[config.mk]
export PLATFORM = sky130hd
export DESIGN_NAME = gha_ctrl
export DESIGN_NICKNAME = d
export VERILOG_FILES = /design/src/hdl/gha_pkg.sv /design/src/hdl/gha_ctrl.sv
export SDC_FILE = /design/constraint.sdc
export NUM_CORES = 1
export LEC_CHECK = 0
export BUFFER_PORTS_ARGS = -buffer_cell sky130_fd_sc_hd__buf_2
export CAP_MARGIN = 20
export CORE_AREA = 2 2 39 41
export CTS_CLUSTER_DIAMETER = 50
export DETAILED_ROUTE_END_ITERATION = 16
export DIE_AREA = 0 0 41 43
export PLACE_DENSITY = 0.4
export SLEW_MARGIN = 20
export SYNTH_ARGS = -nofsm -noshare
export SYNTH_HDL_FRONTEND = slang
export SYNTH_SLANG_ARGS = --single-unit
[constraint.sdc]
create_clock -name clk -period 1.1 [get_ports clk]
set_clock_uncertainty 0.05 [all_clocks]
set_input_delay 0.22 -clock clk [delete_from_list [all_inputs] [get_ports clk]]
set_output_delay 0.22 -clock clk [all_outputs]
set_load 0.02 [all_outputs]
[src/hdl/gha_pkg.sv]
// Shared codes and controller/datapath interface types for the handle allocator.
package gha_pkg;

  localparam logic [1:0] MODE_CREATE  = 2'd0;
  localparam logic [1:0] MODE_DESTROY = 2'd1;
  localparam logic [1:0] MODE_QUERY   = 2'd2;

  localparam logic [2:0] ST_OK        = 3'd0;
  localparam logic [2:0] ST_NOT_FOUND = 3'd1;
  localparam logic [2:0] ST_DEAD      = 3'd2;
  localparam logic [2:0] ST_MISMATCH  = 3'd3;
  localparam logic [2:0] ST_FULL      = 3'd4;

  typedef struct packed {
    logic latch;      // capture the accepted item
    logic rd_stack;   // read free stack top
    logic rd_vt;      // read version entry at the input index
    logic rd_vt_pop;  // read version entry at the popped slot
    logic finish;     // update state and load the result register
  } gha_cmd_t;

  typedef struct packed {
    logic stack_nonempty;
    logic idx_known;
    logic out_free;
  } gha_sts_t;

endpackage

[src/hdl/gha_ctrl.sv]
// Sequencing state machine for the handle allocator.
module gha_ctrl (
  input  logic              clk,
  input  logic              rst_n,
  input  logic              in_valid,
  output logic              in_stall,
  input  logic [1:0]        in_mode,
  input  gha_pkg::gha_sts_t sts,
  output gha_pkg::gha_cmd_t cmd
);

  typedef enum logic [2:0] {
    S_IDLE = 3'b001,
    S_POP  = 3'b010,
    S_FIN  = 3'b100
  } state_t;

  state_t state_r, state_nxt;

  assign in_stall = (state_r != S_IDLE);

  always_comb begin
    state_nxt = state_r;
    cmd       = '0;
    unique case (state_r)
      S_IDLE: begin
        if (in_valid) begin
          cmd.latch = 1'b1;
          state_nxt = S_FIN;
          unique case (in_mode) inside
            gha_pkg::MODE_CREATE: begin
              if (sts.stack_nonempty) begin
                cmd.rd_stack = 1'b1;
                state_nxt    = S_POP;
              end
            end
            gha_pkg::MODE_DESTROY, gha_pkg::MODE_QUERY: begin
              cmd.rd_vt = sts.idx_known;
            end
            default: ;
          endcase
        end
      end
      S_POP: begin
        cmd.rd_vt_pop = 1'b1;
        state_nxt     = S_FIN;
      end
      S_FIN: begin
        // hold until the result register can take the transfer
        if (sts.out_free) begin
          cmd.finish = 1'b1;
          state_nxt  = S_IDLE;
        end
      end
      default: state_nxt = S_IDLE;
    endcase
  end

  always_ff @(posedge clk) begin
    if (!rst_n) state_r <= S_IDLE;
    else        state_r <= state_nxt;
  end

endmodule

# --- Yosys cells after proc, flatten, opt, wreduce, memory -nomap -nowiden ---
# Index checks and enable logic that the tools add are counted.
op_classes:
  n_mux: 13
  div_mod_pow: 0
  bitwise_logic: 0
  n_eq_ne: 8
  add_sub_neg: 0
  shift: 0
  mul: 0
  reduce_logical: 3
  n_lt_le_gt_ge: 0
ops:
  columns: ["cell", "count"]
  rows:
  - ["3-bit 2-to-1 mux", 6]
  - ["3-bit case mux with 3 select lines", 1]
  - ["1-bit 2-to-1 mux", 6]
  - ["2-bit inequality test (second input constant)", 2]
  - ["3-bit by 1-bit equality test with 1-bit output (second input constant)", 1]
  - ["3-bit by 2-bit equality test with 1-bit output (second input constant)", 1]
  - ["3-bit equality test (second input constant)", 1]
  - ["3-bit by 1-bit inequality test with 1-bit output (second input constant)", 1]
  - ["2-bit by 1-bit equality test with 1-bit output (second input constant)", 1]
  - ["2-bit equality test (second input constant)", 1]
  - ["2-bit zero test", 1]
  - ["2-bit AND reduction", 1]
  - ["2-bit OR reduction", 1]
totals:
  romBits: 0
  ram_bits: 0
  output_inout_bits: 6
  word_cells: 25
  memories: 0
  register_bits: 3
  latchBits: 0

# --- Longest topological paths before layout ---
depth:
  ltp_word: 5
  mapped_depth: 4
  mapped_depth_nobuf: 4

# --- Least setup slack after synthesis ---
# No wires, ideal clock.
synth_path:
  path_type: "register -> output"
  startpoint: "register state_r[1]"
  endpoint: "output cmd[3] (netlist bit)"
  t_required_ns: 0.830
  stages_incl_launch_ff: 3
  path_buffers: 0
  t_arrival_ns: 1.041
  setup_slack_ns: -0.211
  cell_sequence: "dfxtp_1 -> and4bb_1 -> and3_1"
synth_rtl:
  columns: ["element", "line_no", "source"]
  rows:
  - ["from (decl)", "gha_ctrl.sv:18", "state_t state_r, state_nxt;"]
  - ["from (signal assigned)", "gha_ctrl.sv:61", "else state_r <= state_nxt;"]
  - ["to (decl)", "gha_ctrl.sv:9", "output gha_pkg::gha_cmd_t cmd"]

==> flow_summary.json <==
{
  "status": "complete, but fails checks",
  "violations": "setup timing",
  "numPlacedInstances": 51,
  "r2r-start": "state_r[2]",
  "finalHoldViolations": 0,
  "period_needed_ps": 1480,
  "viasPerCell": 4.05,
  "synth_cell_types": 15,
  "critical_path_class": "register to output port",
  "largest_register": "state_r",
  "clockBufferDepth": 2,
  "finalInstanceArea_um2": 429,
  "p_leak_nw": 0.208,
  "final.fill_count": 154,
  "core_area_um2": 1380,
  "clock_latency_ps": 240,
  "cts_tree": "done",
  "multi_input_area_um2": 153,
  "drive_gt1_share_pct": 83.7,
  "grt_pass1_wl_um": 752,
  "required_ps": 830,
  "dpl_cell_area_um2": 305,
  "syn-num-nets": 28,
  "diodes": 0,
  "crit_path_start_kind": "register",
  "overflow": 0,
  "synth_area_um2": 179,
  "setup_ws_ps": -383,
  "place.gp.congestion": 0.584,
  "start_util_pct": 12.9,
  "postRouteWirelength_um": 575,
  "grt_usage_pct": 7.41,
  "ios": 14,
  "setup_viol": 9,
  "via_count": 239,
  "min-delay-start": "rst_n",
  "crit_fanout": 5,
  "p_int_uw": 356,
  "maxCapViolCount": 0,
  "layout.area.seq_um2": 63.8,
  "largest_reg_flops": 3,
  "die_h_um": 43,
  "grt_pass1_vias": 217,
  "numCtsBuffers": 3,
  "fin_util_pct": 31.0,
  "r2r_slack_ps": -200,
  "syn_inst": 19,
  "synth_seq_cells": 3,
  "p_per_area_nw_per_um2": 1140,
  "postCtsHoldBufs": 0,
  "die_w_um": 41,
  "antenna_left": 0,
  "reg2reg_depth": 4,
  "drv_slew": 0,
  "dp_slack_ps": -182,
  "num_rows": 14,
  "worstHoldPathCells": 2,
  "cp-end-kind": "output port",
  "top_regs": "state_r (3)",
  "worstMarginPinSlew_ps": 110,
  "grt_max_degree": 6,
  "io_buffers": 13,
  "dieArea_um2": 1760,
  "sw_frac_of_total_pct": 27.1,
  "firstDrtPassIters": 1,
  "setup_tns_ps": -2230,
  "antenna_found_initial": 0,
  "clock-sinks": 3,
  "drc": 0,
  "seqPwrFrac_pct": 25.9,
  "grt_setup_unrepaired": "yes",
  "max_freq_mhz": 674,
  "avgSynthCellArea_um2": 9.42,
  "ir_drop_uv": 201,
  "clockPowerShare_pct": 40.1,
  "area_growth_pct": 140,
  "slew_headroom_pct": 92.6,
  "worst_hold_path.endpoint": "state_r[0]",
  "fin_crit_sh_pct": 135,
  "stdcell_count": 59,
  "pwr-share-comb_pct": 34.0,
  "p_sw_uw": 133,
  "cts-root-buf": "clkbuf_4",
  "drt-initial-drc-count": 0,
  "yosys_warnings": 0,
  "ys_seq_area_share_pct": 33.6,
  "hpwl_um": 386,
  "rr_endpoint": "state_r[2]",
  "hold_path.class": "input port to register",
  "htreeDepth": 1,
  "path_clk_slew_ps": 40,
  "layout.nets": 53,
  "wl_per_cell_um": 9.75,
  "arrival_ps": 1210
}
==> cell usage after synthesis <==
cell | n | area (um^2)
a21oi_1 | 1 | 5.00
and2_1 | 1 | 6.26
and3_1 | 2 | 12.5
and4bb_1 | 1 | 12.5
and4bb_2 | 1 | 12.5
dfxtp_1 | 3 | 60.1
ha_1 | 1 | 12.5
inv_1 | 2 | 7.51
nand2b_1 | 1 | 6.26
nor2_1 | 1 | 3.75
o21ai_0 | 1 | 5.00
o21ai_1 | 1 | 5.00
o221a_1 | 1 | 11.3
or3b_1 | 1 | 8.76
or4b_1 | 1 | 10.0
==> cell usage in the layout, fill, tap and decap left out <==
cell type and n:
or4b_1 1, and3_4 2, and4bb_4 1, ha_1 1, o21ai_2 1, o21ai_0 1
or3b_4 1, o221a_1 1, clkbuf_4 3, dfxtp_2 3, inv_1 2, and4bb_2 1
clkbuf_1 1, buf_4 6, buf_2 7, nor2_4 1, a21oi_2 1, nand2b_4 1
and2_4 1, buf_6 7
==> routing by layer <==
metal  global-route usage, %  wire length [um]  vias up
met3                    4.71                64        2
met4                    10.0                19        0
met1                    6.71               209      103
met2                    9.06               282       16
li1                        -                 -      118
met5                       0                 0        -
==> power groups by stage <==
| stage | Sequential [mW] | Clock, mW | Combinational (mW) |
|---|---|---|---|
| 5_1_grt | 0.128 | 0.207 | 0.177 |
| 3_3_place_gp | 0.129 | 0 | 0.109 |
| 6_report | 0.127 | 0.196 | 0.166 |
| 4_1_cts | 0.126 | 0.206 | 0.137 |
| 2_1_floorplan | 0.126 | 0 | 0.0645 |
| 3_5_place_dp | 0.128 | 0 | 0.108 |
==> repair_timing <==
| item | CTS | global route |
|---|---|---|
| resized for setup | 14 | 6 |
| endpoints found under the setup margin | 9 | 9 |
| pin swaps | 3 | 2 |
| cloned | 0 | 0 |
| setup buffers | 1 | 3 |
==> cell type report <==
cell class | instances | share of cell area, %
clock buffer | 4 | 6.12
inverter | 2 | 1.75
multi-input combinational | 14 | 35.6
sequential | 3 | 14.9
tap | 16 | 4.66
timing repair buffer | 20 | 37.0
==> critical path, cell delays in order (launching register included) <==
cell and delay, ps:
dfxtp_2 340, and4bb_4 330, and3_4 190, buf_6 110
==> how the worst max path moves through the flow <==
stage | slack (ps) | cells past startpoint | from | endpoint
2_1_floorplan | -100 | 2 | state_r[1] | cmd[3]
3_3_place_gp | -180 | 3 | state_r[1] | cmd[3]
3_5_place_dp | -180 | 3 | state_r[1] | cmd[3]
4_1_cts | -390 | 3 | state_r[2] | cmd[3]
5_1_grt | -410 | 3 | state_r[1] | cmd[3]
6_report | -380 | 3 | state_r[1] | cmd[3]
==> logic make-up (layout without fill, tap and decap cells) <==
logic type | after synthesis | in the layout | share of synthesized area [%]
DFF | 3 | 3 | 33.6
buffers and inverters | 2 | 26 | 4.20
AOI/OAI and AO/OA | 4 | 4 | 14.7
adders and majority gates | 1 | 1 | 6.99
and+or+nand+nor | 9 | 9 | 40.6
==> metrics by stage <==
step                hold slack, ps  total power [mW]
CTS                            133             0.469
floorplan                      246             0.191
global placement               392             0.238
detailed placement             380             0.237
finish                         142             0.489
global route                   161             0.512
No activity file was read; power rests on OpenSTA's default activity.
